**config.mk**
```make
export PLATFORM = sky130hd
export DESIGN_NAME = tet_shape_function_eval_core
export DESIGN_NICKNAME = d
export VERILOG_FILES = /design/src/hw/rtl/tsfe_pkg.sv /design/src/hw/rtl/tet_shape_function_eval_core.sv /design/src/hw/rtl/tsfe_node_pipe.sv
export SDC_FILE = /design/constraint.sdc
export NUM_CORES = 2
export LEC_CHECK = 0
export ABC_AREA = 1
export BUFFER_PORTS_ARGS = -buffer_cell sky130_fd_sc_hd__buf_2
export CORE_ASPECT_RATIO = 0.6
export CORE_UTILIZATION = 30
export CTS_BUF_LIST = sky130_fd_sc_hd__clkbuf_4
export DETAILED_ROUTE_END_ITERATION = 10
export GPL_TIMING_DRIVEN = 0
export PLACE_DENSITY_LB_ADDON = 0.25
export SYNTH_ARGS = -nofsm -noshare
export SYNTH_HDL_FRONTEND = slang
export SYNTH_SLANG_ARGS = --single-unit
```
**constraint.sdc**
```tcl
create_clock -name clk -period 8.4 [get_ports clk]
set_clock_uncertainty 0.05 [all_clocks]
set_input_delay 0.84 -clock clk [delete_from_list [all_inputs] [get_ports clk]]
set_output_delay 0.84 -clock clk [all_outputs]
set_load 0.01 [all_outputs]
```
**src/hw/rtl/tsfe_pkg.sv**
```systemverilog
`default_nettype none

package tsfe_pkg;

    // Fixed point format
    localparam int FRAC_BITS = 16;
    localparam int IN_W      = 18;
    localparam int OUT_W     = 20;
    localparam int NODE_W    = 4;

    // Last node number of each element type
    localparam logic [NODE_W-1:0] LAST_NODE_LIN  = NODE_W'(3);
    localparam logic [NODE_W-1:0] LAST_NODE_QUAD = NODE_W'(9);

    // Internal widths: one, coordinate sums, product operands, derivatives, products
    localparam int ONE_W = FRAC_BITS + 2;
    localparam int CW    = ((IN_W > ONE_W) ? IN_W : ONE_W) + 2;
    localparam int OW    = CW + 1;
    localparam int DW    = CW + 4;
    localparam int PW    = 2 * OW + 3;

    localparam logic signed [CW-1:0] ONE_C =
        {{(CW - FRAC_BITS - 1){1'b0}}, 1'b1, {FRAC_BITS{1'b0}}};
    localparam logic signed [PW-1:0] HALF_P =
        {{(PW - FRAC_BITS){1'b0}}, 1'b1, {(FRAC_BITS - 1){1'b0}}};
    localparam logic signed [PW-1:0] OUT_MAX_P =
        {{(PW - OUT_W + 1){1'b0}}, {(OUT_W - 1){1'b1}}};
    localparam logic signed [PW-1:0] OUT_MIN_P =
        {{(PW - OUT_W + 1){1'b1}}, {(OUT_W - 1){1'b0}}};

    // Per-node control that travels with the data
    typedef struct packed {
        logic [NODE_W-1:0] node;
        logic              last;
        logic              quad;
    } tsfe_tag_t;

    // Clamp a wide signed value to the output range
    function automatic logic signed [OUT_W-1:0] sat_out(input logic signed [PW-1:0] v);
        logic signed [OUT_W-1:0] res;
        if (v > OUT_MAX_P) begin
            res = OUT_MAX_P[OUT_W-1:0];
        end else if (v < OUT_MIN_P) begin
            res = OUT_MIN_P[OUT_W-1:0];
        end else begin
            res = v[OUT_W-1:0];
        end
        return res;
    endfunction

endpackage

`default_nettype wire

```
**src/hw/rtl/tet_shape_function_eval_core.sv**
```systemverilog
// Channel   | Signals                                            | Handshake
// ----------+----------------------------------------------------+---------------------------
// request   | coord_r, coord_s, coord_t                          | start & !busy
// result    | node_index, shape_value, deriv_r/s/t, last_node    | result_valid, one cycle
// config    | cfg_data (quadratic_mode)                          | cfg_valid & cfg_ready
//
// One node result leaves per cycle: a request issues nodes 0-3 (linear) or 0-9 (quadratic)
// from the node sequencer, which sets the request rate; busy is low in a request's last
// issue cycle so the next request follows without a gap.
// The first result is registered in the node sequencer, then passes through the operand,
// multiply and round/clamp stages to the ports.
// Reset clears the mode to linear, the sequencer and the stage valid bits.
// The receiver cannot stall, so the pipeline advances every cycle.
`default_nettype none

module tet_shape_function_eval_core (
    input  logic                                clk,
    input  logic                                rst_n,
    input  logic                                start,
    output logic                                busy,
    input  logic signed [tsfe_pkg::IN_W-1:0]    coord_r,
    input  logic signed [tsfe_pkg::IN_W-1:0]    coord_s,
    input  logic signed [tsfe_pkg::IN_W-1:0]    coord_t,
    output logic                                result_valid,
    output logic [tsfe_pkg::NODE_W-1:0]         node_index,
    output logic signed [tsfe_pkg::OUT_W-1:0]   shape_value,
    output logic signed [tsfe_pkg::OUT_W-1:0]   deriv_r,
    output logic signed [tsfe_pkg::OUT_W-1:0]   deriv_s,
    output logic signed [tsfe_pkg::OUT_W-1:0]   deriv_t,
    output logic                                last_node,
    input  logic                                cfg_valid,
    output logic                                cfg_ready,
    input  logic                                cfg_data
);

    localparam int CW = tsfe_pkg::CW;

    logic                               mode_reg;
    logic                               active_reg, active_next;
    logic [tsfe_pkg::NODE_W-1:0]        node_reg, node_next;
    logic                               quad_reg;
    logic signed [tsfe_pkg::IN_W-1:0]   r_reg, s_reg, t_reg;
    logic signed [CW-1:0]               u_reg;
    logic signed [CW-1:0]               u_next;
    logic                               issue_last;
    logic                               accept;
    tsfe_pkg::tsfe_tag_t                issue_tag;
    tsfe_pkg::tsfe_tag_t                res_tag;

    // Mode register
    assign cfg_ready = 1'b1;

    always_ff @(posedge clk or negedge rst_n)
    begin
        if (!rst_n) begin
            mode_reg <= 1'b0;
        end else if (cfg_valid && cfg_ready) begin
            mode_reg <= cfg_data;
        end
    end

    // Node sequencer: issue one node per cycle
    assign issue_last = active_reg &&
        (node_reg == (quad_reg ? tsfe_pkg::LAST_NODE_QUAD : tsfe_pkg::LAST_NODE_LIN));
    assign busy   = active_reg && !issue_last;
    assign accept = start && !busy;
    assign u_next = tsfe_pkg::ONE_C - CW'(coord_r) - CW'(coord_s) - CW'(coord_t);

    always_comb
    begin
        active_next = active_reg;
        node_next   = node_reg;
        if (accept) begin
            active_next = 1'b1;
            node_next   = '0;
        end else if (issue_last) begin
            active_next = 1'b0;
        end else if (active_reg) begin
            node_next = node_reg + tsfe_pkg::NODE_W'(1);
        end
    end

    always_ff @(posedge clk or negedge rst_n)
    begin
        if (!rst_n) begin
            active_reg <= 1'b0;
            node_reg   <= '0;
            quad_reg   <= 1'b0;
        end else begin
            active_reg <= active_next;
            node_reg   <= node_next;
            if (accept) begin
                quad_reg <= mode_reg;
            end
        end
    end

    // Hold the request coordinates
    always_ff @(posedge clk)
    begin
        if (accept) begin
            r_reg <= coord_r;
            s_reg <= coord_s;
            t_reg <= coord_t;
            u_reg <= u_next;
        end
    end

    assign issue_tag = '{node: node_reg, last: issue_last, quad: quad_reg};

    tsfe_node_pipe u_pipe (
        .clk       (clk),
        .rst_n     (rst_n),
        .in_valid  (active_reg),
        .in_tag    (issue_tag),
        .r         (r_reg),
        .s         (s_reg),
        .t         (t_reg),
        .u         (u_reg),
        .out_valid (result_valid),
        .out_tag   (res_tag),
        .out_n     (shape_value),
        .out_dr    (deriv_r),
        .out_ds    (deriv_s),
        .out_dt    (deriv_t)
    );

    assign node_index = res_tag.node;
    assign last_node  = res_tag.last;

    // The last result of a request is node 3 or node 9
    assert property (@(posedge clk) disable iff (!rst_n)
        (result_valid && last_node) |->
            (node_index == tsfe_pkg::LAST_NODE_LIN || node_index == tsfe_pkg::LAST_NODE_QUAD))
        else $error("last_node on a wrong node");

    // Results of one request come in consecutive cycles in node order
    assert property (@(posedge clk) disable iff (!rst_n)
        (result_valid && !last_node) |=>
            (result_valid && node_index == $past(node_index) + tsfe_pkg::NODE_W'(1)))
        else $error("node results not contiguous");

    // An accepted request is followed in turn by a valid result for node 0
    assert property (@(posedge clk) disable iff (!rst_n)
        (start && !busy) |-> ##4 (result_valid && node_index == '0))
        else $error("first node result late or missing");

endmodule

`default_nettype wire

```
**src/hw/rtl/tsfe_node_pipe.sv**
```systemverilog
`default_nettype none

module tsfe_node_pipe (
    input  logic                                clk,
    input  logic                                rst_n,
    input  logic                                in_valid,
    input  tsfe_pkg::tsfe_tag_t                 in_tag,
    input  logic signed [tsfe_pkg::IN_W-1:0]    r,
    input  logic signed [tsfe_pkg::IN_W-1:0]    s,
    input  logic signed [tsfe_pkg::IN_W-1:0]    t,
    input  logic signed [tsfe_pkg::CW-1:0]      u,
    output logic                                out_valid,
    output tsfe_pkg::tsfe_tag_t                 out_tag,
    output logic signed [tsfe_pkg::OUT_W-1:0]   out_n,
    output logic signed [tsfe_pkg::OUT_W-1:0]   out_dr,
    output logic signed [tsfe_pkg::OUT_W-1:0]   out_ds,
    output logic signed [tsfe_pkg::OUT_W-1:0]   out_dt
);

    localparam int OW = tsfe_pkg::OW;
    localparam int DW = tsfe_pkg::DW;
    localparam int PW = tsfe_pkg::PW;

    // Stage 1: operand select and derivatives
    logic                   v1_reg;
    tsfe_pkg::tsfe_tag_t    tag1_reg;
    logic signed [OW-1:0]   a1_reg, a1_next;
    logic signed [OW-1:0]   b1_reg, b1_next;
    logic                   sc1_reg, sc1_next;
    logic signed [DW-1:0]   dr1_reg, dr1_next;
    logic signed [DW-1:0]   ds1_reg, ds1_next;
    logic signed [DW-1:0]   dt1_reg, dt1_next;

    logic signed [OW-1:0] ro, so, to, uo, one_o;
    logic signed [DW-1:0] rd, sd, td, ud, one_d;

    assign ro    = OW'(r);
    assign so    = OW'(s);
    assign to    = OW'(t);
    assign uo    = OW'(u);
    assign one_o = OW'(tsfe_pkg::ONE_C);
    assign rd    = DW'(r);
    assign sd    = DW'(s);
    assign td    = DW'(t);
    assign ud    = DW'(u);
    assign one_d = DW'(tsfe_pkg::ONE_C);

    // Pick product operands and derivatives for the node
    always_comb
    begin
        a1_next  = '0;
        b1_next  = one_o;
        sc1_next = 1'b0;
        dr1_next = '0;
        ds1_next = '0;
        dt1_next = '0;
        if (!in_tag.quad) begin
            case (in_tag.node)
                4'd0:
                begin
                    a1_next  = ro;
                    dr1_next = one_d;
                end
                4'd1:
                begin
                    a1_next  = so;
                    ds1_next = one_d;
                end
                4'd2:
                begin
                    a1_next  = uo;
                    dr1_next = -one_d;
                    ds1_next = -one_d;
                    dt1_next = -one_d;
                end
                4'd3:
                begin
                    a1_next  = to;
                    dt1_next = one_d;
                end
                default:
                begin
                    a1_next = '0;
                end
            endcase
        end else begin
            case (in_tag.node)
                4'd0:
                begin
                    a1_next  = ro;
                    b1_next  = (ro <<< 1) - one_o;
                    dr1_next = (rd <<< 2) - one_d;
                end
                4'd1:
                begin
                    a1_next  = so;
                    b1_next  = (so <<< 1) - one_o;
                    ds1_next = (sd <<< 2) - one_d;
                end
                4'd2:
                begin
                    a1_next  = uo;
                    b1_next  = (uo <<< 1) - one_o;
                    dr1_next = one_d - (ud <<< 2);
                    ds1_next = one_d - (ud <<< 2);
                    dt1_next = one_d - (ud <<< 2);
                end
                4'd3:
                begin
                    a1_next  = to;
                    b1_next  = (to <<< 1) - one_o;
                    dt1_next = (td <<< 2) - one_d;
                end
                4'd4:
                begin
                    a1_next  = ro;
                    b1_next  = so;
                    sc1_next = 1'b1;
                    dr1_next = sd <<< 2;
                    ds1_next = rd <<< 2;
                end
                4'd5:
                begin
                    a1_next  = so;
                    b1_next  = uo;
                    sc1_next = 1'b1;
                    dr1_next = -(sd <<< 2);
                    ds1_next = (ud - sd) <<< 2;
                    dt1_next = -(sd <<< 2);
                end
                4'd6:
                begin
                    a1_next  = ro;
                    b1_next  = uo;
                    sc1_next = 1'b1;
                    dr1_next = (ud - rd) <<< 2;
                    ds1_next = -(rd <<< 2);
                    dt1_next = -(rd <<< 2);
                end
                4'd7:
                begin
                    a1_next  = ro;
                    b1_next  = to;
                    sc1_next = 1'b1;
                    dr1_next = td <<< 2;
                    dt1_next = rd <<< 2;
                end
                4'd8:
                begin
                    a1_next  = so;
                    b1_next  = to;
                    sc1_next = 1'b1;
                    ds1_next = td <<< 2;
                    dt1_next = sd <<< 2;
                end
                4'd9:
                begin
                    a1_next  = to;
                    b1_next  = uo;
                    sc1_next = 1'b1;
                    dr1_next = -(td <<< 2);
                    ds1_next = -(td <<< 2);
                    dt1_next = (ud - td) <<< 2;
                end
                default:
                begin
                    a1_next = '0;
                end
            endcase
        end
    end

    // Stage 2: multiply, clamp derivatives
    logic                           v2_reg;
    tsfe_pkg::tsfe_tag_t            tag2_reg;
    logic signed [2*OW-1:0]         prod2_reg;
    logic                           sc2_reg;
    logic signed [tsfe_pkg::OUT_W-1:0] dr2_reg, ds2_reg, dt2_reg;
    logic signed [2*OW-1:0]         prod2_next;

    assign prod2_next = a1_reg * b1_reg;

    // Stage 3: scale, round to nearest with ties up, clamp
    logic signed [PW-1:0] prod_ext, prod_sc, prod_rnd, n_full;

    assign prod_ext = PW'(prod2_reg);
    assign prod_sc  = sc2_reg ? (prod_ext <<< 2) : prod_ext;
    assign prod_rnd = prod_sc + tsfe_pkg::HALF_P;
    assign n_full   = prod_rnd >>> tsfe_pkg::FRAC_BITS;

    // Advance valid bits every cycle
    always_ff @(posedge clk or negedge rst_n)
    begin
        if (!rst_n) begin
            v1_reg    <= 1'b0;
            v2_reg    <= 1'b0;
            out_valid <= 1'b0;
        end else begin
            v1_reg    <= in_valid;
            v2_reg    <= v1_reg;
            out_valid <= v2_reg;
        end
    end

    // Advance payload every cycle
    always_ff @(posedge clk)
    begin
        tag1_reg  <= in_tag;
        a1_reg    <= a1_next;
        b1_reg    <= b1_next;
        sc1_reg   <= sc1_next;
        dr1_reg   <= dr1_next;
        ds1_reg   <= ds1_next;
        dt1_reg   <= dt1_next;

        tag2_reg  <= tag1_reg;
        prod2_reg <= prod2_next;
        sc2_reg   <= sc1_reg;
        dr2_reg   <= tsfe_pkg::sat_out(PW'(dr1_reg));
        ds2_reg   <= tsfe_pkg::sat_out(PW'(ds1_reg));
        dt2_reg   <= tsfe_pkg::sat_out(PW'(dt1_reg));

        out_tag   <= tag2_reg;
        out_n     <= tsfe_pkg::sat_out(n_full);
        out_dr    <= dr2_reg;
        out_ds    <= ds2_reg;
        out_dt    <= dt2_reg;
    end

endmodule

`default_nettype wire

```
== Yosys cells after proc, flatten, opt, wreduce, memory -nomap -nowiden ==
Cells that the tools add are included.
Storage, ports and cells
  bits in registers: 397
  input bits: 59
  logic and storage cells: 111
Cells by class
  add/subtract/negate cells: 19
  multiply operators: 1
  order comparisons: 8
  eq/ne operators: 11
  mux-type cells: 25
  reductions and logical operators: 15
Operators with widths (number)
  case mux 24 bit (7 select lines): 3
  case mux 21 bit (4 select lines): 2
  case mux 21 bit (7 select lines): 1
  case mux 24 bit (2 select lines): 3
  2-to-1 mux 20 bit: 4
  greater-than comparator 24 x 20 -> 1 bit, second input constant: 3
  less-than comparator 24 x 20 -> 1 bit, second input constant: 3
  2-to-1 mux 24 bit: 3
  negation 20 -> 24 bit: 3
  subtractor 20 x 18 -> 21 bit: 3
  subtractor 20 x 18 -> 21 bit, second input constant: 3
  subtractor 19 x 18 -> 20 bit, second input constant: 3
  adder 44 x 17 -> 45 bit, second input constant: 1
  2-to-1 mux 43 bit: 1
  multiplier 21 x 21 -> 42 bit: 1
  greater-than comparator 29 x 20 -> 1 bit, second input constant: 1
  less-than comparator 29 x 20 -> 1 bit, second input constant: 1
  subtractor 18 x 22 -> 23 bit, first input constant: 1
  2-to-1 mux 21 bit: 1
  subtractor 21 x 18 -> 21 bit, second input constant: 1
  subtractor 19 x 18 -> 20 bit: 1
  subtractor 20 x 18 -> 20 bit: 1
  subtractor 18 x 18 -> 19 bit, first input constant: 1
  equality test 4 x 3 -> 1 bit, second input constant: 4
  17 further kinds: 30

== Depth between registers and ports, before layout ==
  depth in word-level cells: 9
  gate-level depth with buffers: 30
  mapped depth without buffers: 28

== Hierarchy ==
Synthesis repeated with hierarchy kept, for this count alone.
Unflattened totals
  cell total of the unflattened synthesis: 5103
  area total of the unflattened synthesis: 38099.0 um^2
By module, submodules not included
  tsfe_node_pipe: instances 1, cells an instance 4698, area an instance 33697.3 um^2, seq. area each 5880.6 um^2
  tet_shape_function_eval_core: instances 1, cells an instance 405, area an instance 4401.7 um^2, seq. area each 2397.3 um^2

== Least setup slack after synthesis ==
OpenSTA, ideal clock, no wires.
  kind: register -> register
  start: register u_pipe.a1_reg[1]
  end: register u_pipe.prod2_reg[33]
  library setup time: 0.121 ns
  arrival time: 6.060 ns
  required time: 8.229 ns
  setup slack: 2.169 ns
  cell stages (with the launch flop): 23
  buffers on the path: 2
  period minus slack after synthesis: 6.231 ns
  cells stage by stage: dfxtp_1 -> clkbuf_1 -> buf_1 -> nand2_1 -> fa_1 -> fa_1 -> inv_1 -> fa_1 -> fa_1 -> fa_1 -> fa_1 -> inv_1 -> fa_1 -> inv_1 -> ha_1 -> a21oi_1 -> a21boi_0 -> o21bai_1 -> a21oi_1 -> o21ai_0 -> nand3_1 -> nand2_1 -> xor2_1
On the way
  cells in the longest elaborated chain, start to end: 1
RTL lines
  start, declared: RTL line tsfe_node_pipe.sv:27  | logic signed [OW-1:0] a1_reg, a1_next;
  start signal, assigned: RTL line tsfe_node_pipe.sv:209  | a1_reg <= a1_next;
  multiplier 21 x 21 -> 42 bit: RTL line tsfe_node_pipe.sv:181  | assign prod2_next = a1_reg * b1_reg;
  net u_pipe.prod2_next[33]: RTL line tsfe_node_pipe.sv:179  | logic signed [2*OW-1:0] prod2_next;
  end signal, assigned: RTL line tsfe_node_pipe.sv:217  | prod2_reg <= prod2_next;
  end, declared: RTL line tsfe_node_pipe.sv:176  | logic signed [2*OW-1:0] prod2_reg;
The timed path passes the listed nets, and every way through them passes these cells.
A chain may end at the register's enable or synchronous reset.

== Worst setup path in the final report ==
  start: register u_pipe.b1_reg[3]
  end: register u_pipe.prod2_reg[40]
On the way
  cells in the longest elaborated chain, start to end: 1
RTL lines
  start, declared: RTL line tsfe_node_pipe.sv:28  | logic signed [OW-1:0] b1_reg, b1_next;
  start signal, assigned: RTL line tsfe_node_pipe.sv:210  | b1_reg <= b1_next;
  multiplier 21 x 21 -> 42 bit: RTL line tsfe_node_pipe.sv:181
  net u_pipe.prod2_next[40]: RTL line tsfe_node_pipe.sv:179
The timed path passes the listed nets, and every way through them passes these cells.

==> results.md <==
* Status: finished, violations left
* Failing checks: max-capacitance violations, max-slew violations
* Worst-skew pair later-pin latency at ~1.1 ns
* CP max-delay cell: fa_1
* Fin util at 0.341
* DRC Markers at 0
* Remaining global-route overflow at 0
* RSZ-0062 raised after global routing: true
* Synthesis warning total at 0
* Met1 Wirelength at 93.6 mm
* Most used cell, CP: fa_1
* Startpoint class of the critical path: register
* Antenna Violating Nets Remaining at 0
* R2R setup slack at approximately 0.036 ns
* Initial antenna violation count at 19
* Syn_area_per_cell at 7.58 um2
* Post-synth top area share at 0.248
* Finish-stage setup viols at 0
* Top sig layer: met5
* Num CTS Buffers at 91
* First drt pass iteration count at 9
* Largest net degree at the start of global routing at 35
* Minimum clock period after layout at 8.36 ns
* Post-Syn Nets at ~5700
* Dpl hpwl at about 160 mm
* Max FFs per register at 29
* Slew at the pin with the worst max-slew slack at ~1.6 ns
* Sequence of cells on the critical path: clkbuf_1, nand2_1, fa_1, fa_1, fa_1, inv_1, fa_1, fa_1, inv_1, fa_1, fa_1, inv_1, ha_1, a21o_1, a21oi_1, nor2_1, nor2_1, o21ai_0, a21oi_1, nand3_1, xor2_1
* Period utilization at 0.996
* Clock root buffer: clkbuf_4
* Fraction of layout cells with a size suffix above 1 at 0.0739
* CP endpoint kind: register
* Clock Path Buffers at 3
* Max VDD drop at ~0.00046 V
* Die Wd at 459 um
* Leading area contributor after synthesis: fa_1
* H-tree Lvls at 3
* Number of I/O pins at 147
* FMAX at 120 MHz
* DRT iter0 DRCs at between 4000 and 5000
* Mapped Area at about 38000 um2
* Post-synth EDFFs at 74
* Die Area at ~130000 um2
* Met3 WL at 29.3 mm
* Synth Register Bits at 371
* Worst Path Max Fanout at 10
* Synth Flop Type: dfxtp_1
* Vias in the first global route at between 30000 and 40000
* Post-synth ARST share at 0.0270
* WL/cell at approximately 26 um
* Met2 Routed Length at between 50 and 60 mm
* I/O Buffers at about 150
* Largest cells by area after synthesis: fa_1, dfxtp_1, nand2_1, inv_1, ha_1
* CTS tree: built
* Vias per inst at roughly 5.1
* WP data required at between 9 and 10 ns
* Gp weighted congestion at 1.04
* Initial core utilization at 0.303
* Max-Cap Viols at 5
* Core outline area at 124000 um2
* Area after DPL at roughly 40000 um2
* Final Cell Area at around 42000 um2
* Cell row count at 100
* CP delay by family, top: adder cells
* First-pass GRT wire length at ~250 mm
* Normalized max-slew margin at -0.0779
* Clk sinks at about 370
* CP bufs+invs at 4
* Library cells used by synthesis at 60
* Hold crit path type: in -> reg
* Post-synth top cells: nand2_1, inv_1, fa_1
* Die Span Y at around 280 um
* Setup Crit Path Kind: reg -> reg
* PD cells at between 400 and 500 nW/um2
* Routed via count at 36000
* Final Max Slew Viols at 41
* Register area share after synthesis at 0.219
* CP max stage delay at approximately 0.74 ns
* Final wirelength at between 150 and 200 mm
* Reg clk slew, reported paths at approximately 0.070 ns
* GRT Util Overall at 0.287
* P&R area growth vs syn at 12.5%
* Worst EP arrival at between 9 and 10 ns
* Cell count after synthesis at between 4000 and 5000
* Final hold violation count at 0
* Most frequent cell after synthesis: nand2_1
* Nets@finish at approximately 6000
* Pleak at 21.8 nW
[worst paths after layout]
path                               startpoint                    to  depth (start not counted)
min in group asynchronous               rst_n           node_reg[2]                          2
hold reg to reg            u_pipe.dt2_reg[18]     u_pipe.out_dt[18]                          0
setup reg to reg             u_pipe.b1_reg[3]  u_pipe.prod2_reg[40]                         21
setup / recovery             u_pipe.b1_reg[3]  u_pipe.prod2_reg[40]                         21
max in group asynchronous               rst_n              quad_reg                          2
hold / removal                          start            active_reg                          3
[tightest hold or removal path: cells and delay by family]
family,cells,cell delay [ns]
and+or+nand+nor,1,0.13
buffers and inverters,2,0.15
[placed cells by master, fill, tap and decap left out, types with 25 or more instances in the layout]
master and count:
ha_1 227, clkinv_1 33, a211oi_1 25, nor3_1 60, nand2_1 1073, dlygate4sd3_1 57, xor2_1 53, o22ai_1 45
a21oi_1 228, nor2_1 441, dfxtp_1 287, o21ai_0 210, buf_2 156, fa_1 466, a31oi_1 43, edfxtp_1 74
nand4_1 44, inv_1 1070, nand3_1 183, clkbuf_4 128, xnor2_1 30, clkbuf_1 120
[timing repair]
item                                    in CTS  in global routing
endpoints found under the hold margin       65                  0
hold buffers                                57                  0
endpoints found under the setup margin       0                  5
resized for setup                            0                  9
buffers inserted                             0                  0
[cell type report]
cell class / instances / area [um2]
clock inverters: 36 / 214
plain buffers: 157 / 696
repair buffers: 208 / 1370
diodes: 7 / 17.5
well taps: 1683 / 2110
flip-flops and latches: 371 / 8220
multi-input cells: 3343 / 24600
inverters: 1086 / 4080
clock buffers: 128 / 961
fillers: 13500 / 81900
[layer usage]
| layer | global-route usage | vias to the layer above |
|---|---|---|
| li1 | - | 16000 |
| met1 | 0.478 | 17800 |
| met5 | 0.0233 | - |
| met4 | 0.0388 | 9 |
| met3 | 0.137 | 134 |
| met2 | 0.310 | 2025 |
[through the flow]
stage	TNS [ns]	hold WS (ns)	total power [mW]	cells	setup slack (ns)
final	0	0.105	17.1	7019	0.0357
after global placement	0	0.262	15.0	6786	0.134
after floorplan	0	0.260	10.3	4958	2.17
after detailed placement	0	0.262	15.0	6791	0.184
after global routing	-0.0607	0.0834	18.3	7015	-0.0607
after CTS	0	0.0351	16.7	7012	0.161
[cells by family after synthesis]
| kind of cell | count (synthesis) | share of synthesized area |
|---|---|---|
| AOI/OAI and AO/OA | 677 | 0.104 |
| muxes | 1 | 0.000300 |
| DFF | 371 | 0.219 |
| buffers and inverters | 1244 | 0.127 |
| adders and majority gates | 693 | 0.324 |
| xor gates and xnor gates | 83 | 0.0193 |
| and+or+nand+nor | 1888 | 0.206 |
| other | 1 | 0.0000998 |
[report_power, final]
group / total [mW] / switching (mW) / internal (mW)
clock: 1.59 / 0.839 / 0.748
sequential: 3.29 / 0.661 / 2.62
combinational: 12.2 / 8.67 / 3.57
total: 17.1 / 10.2 / 6.94
Power figures use the tool's default switching activity.
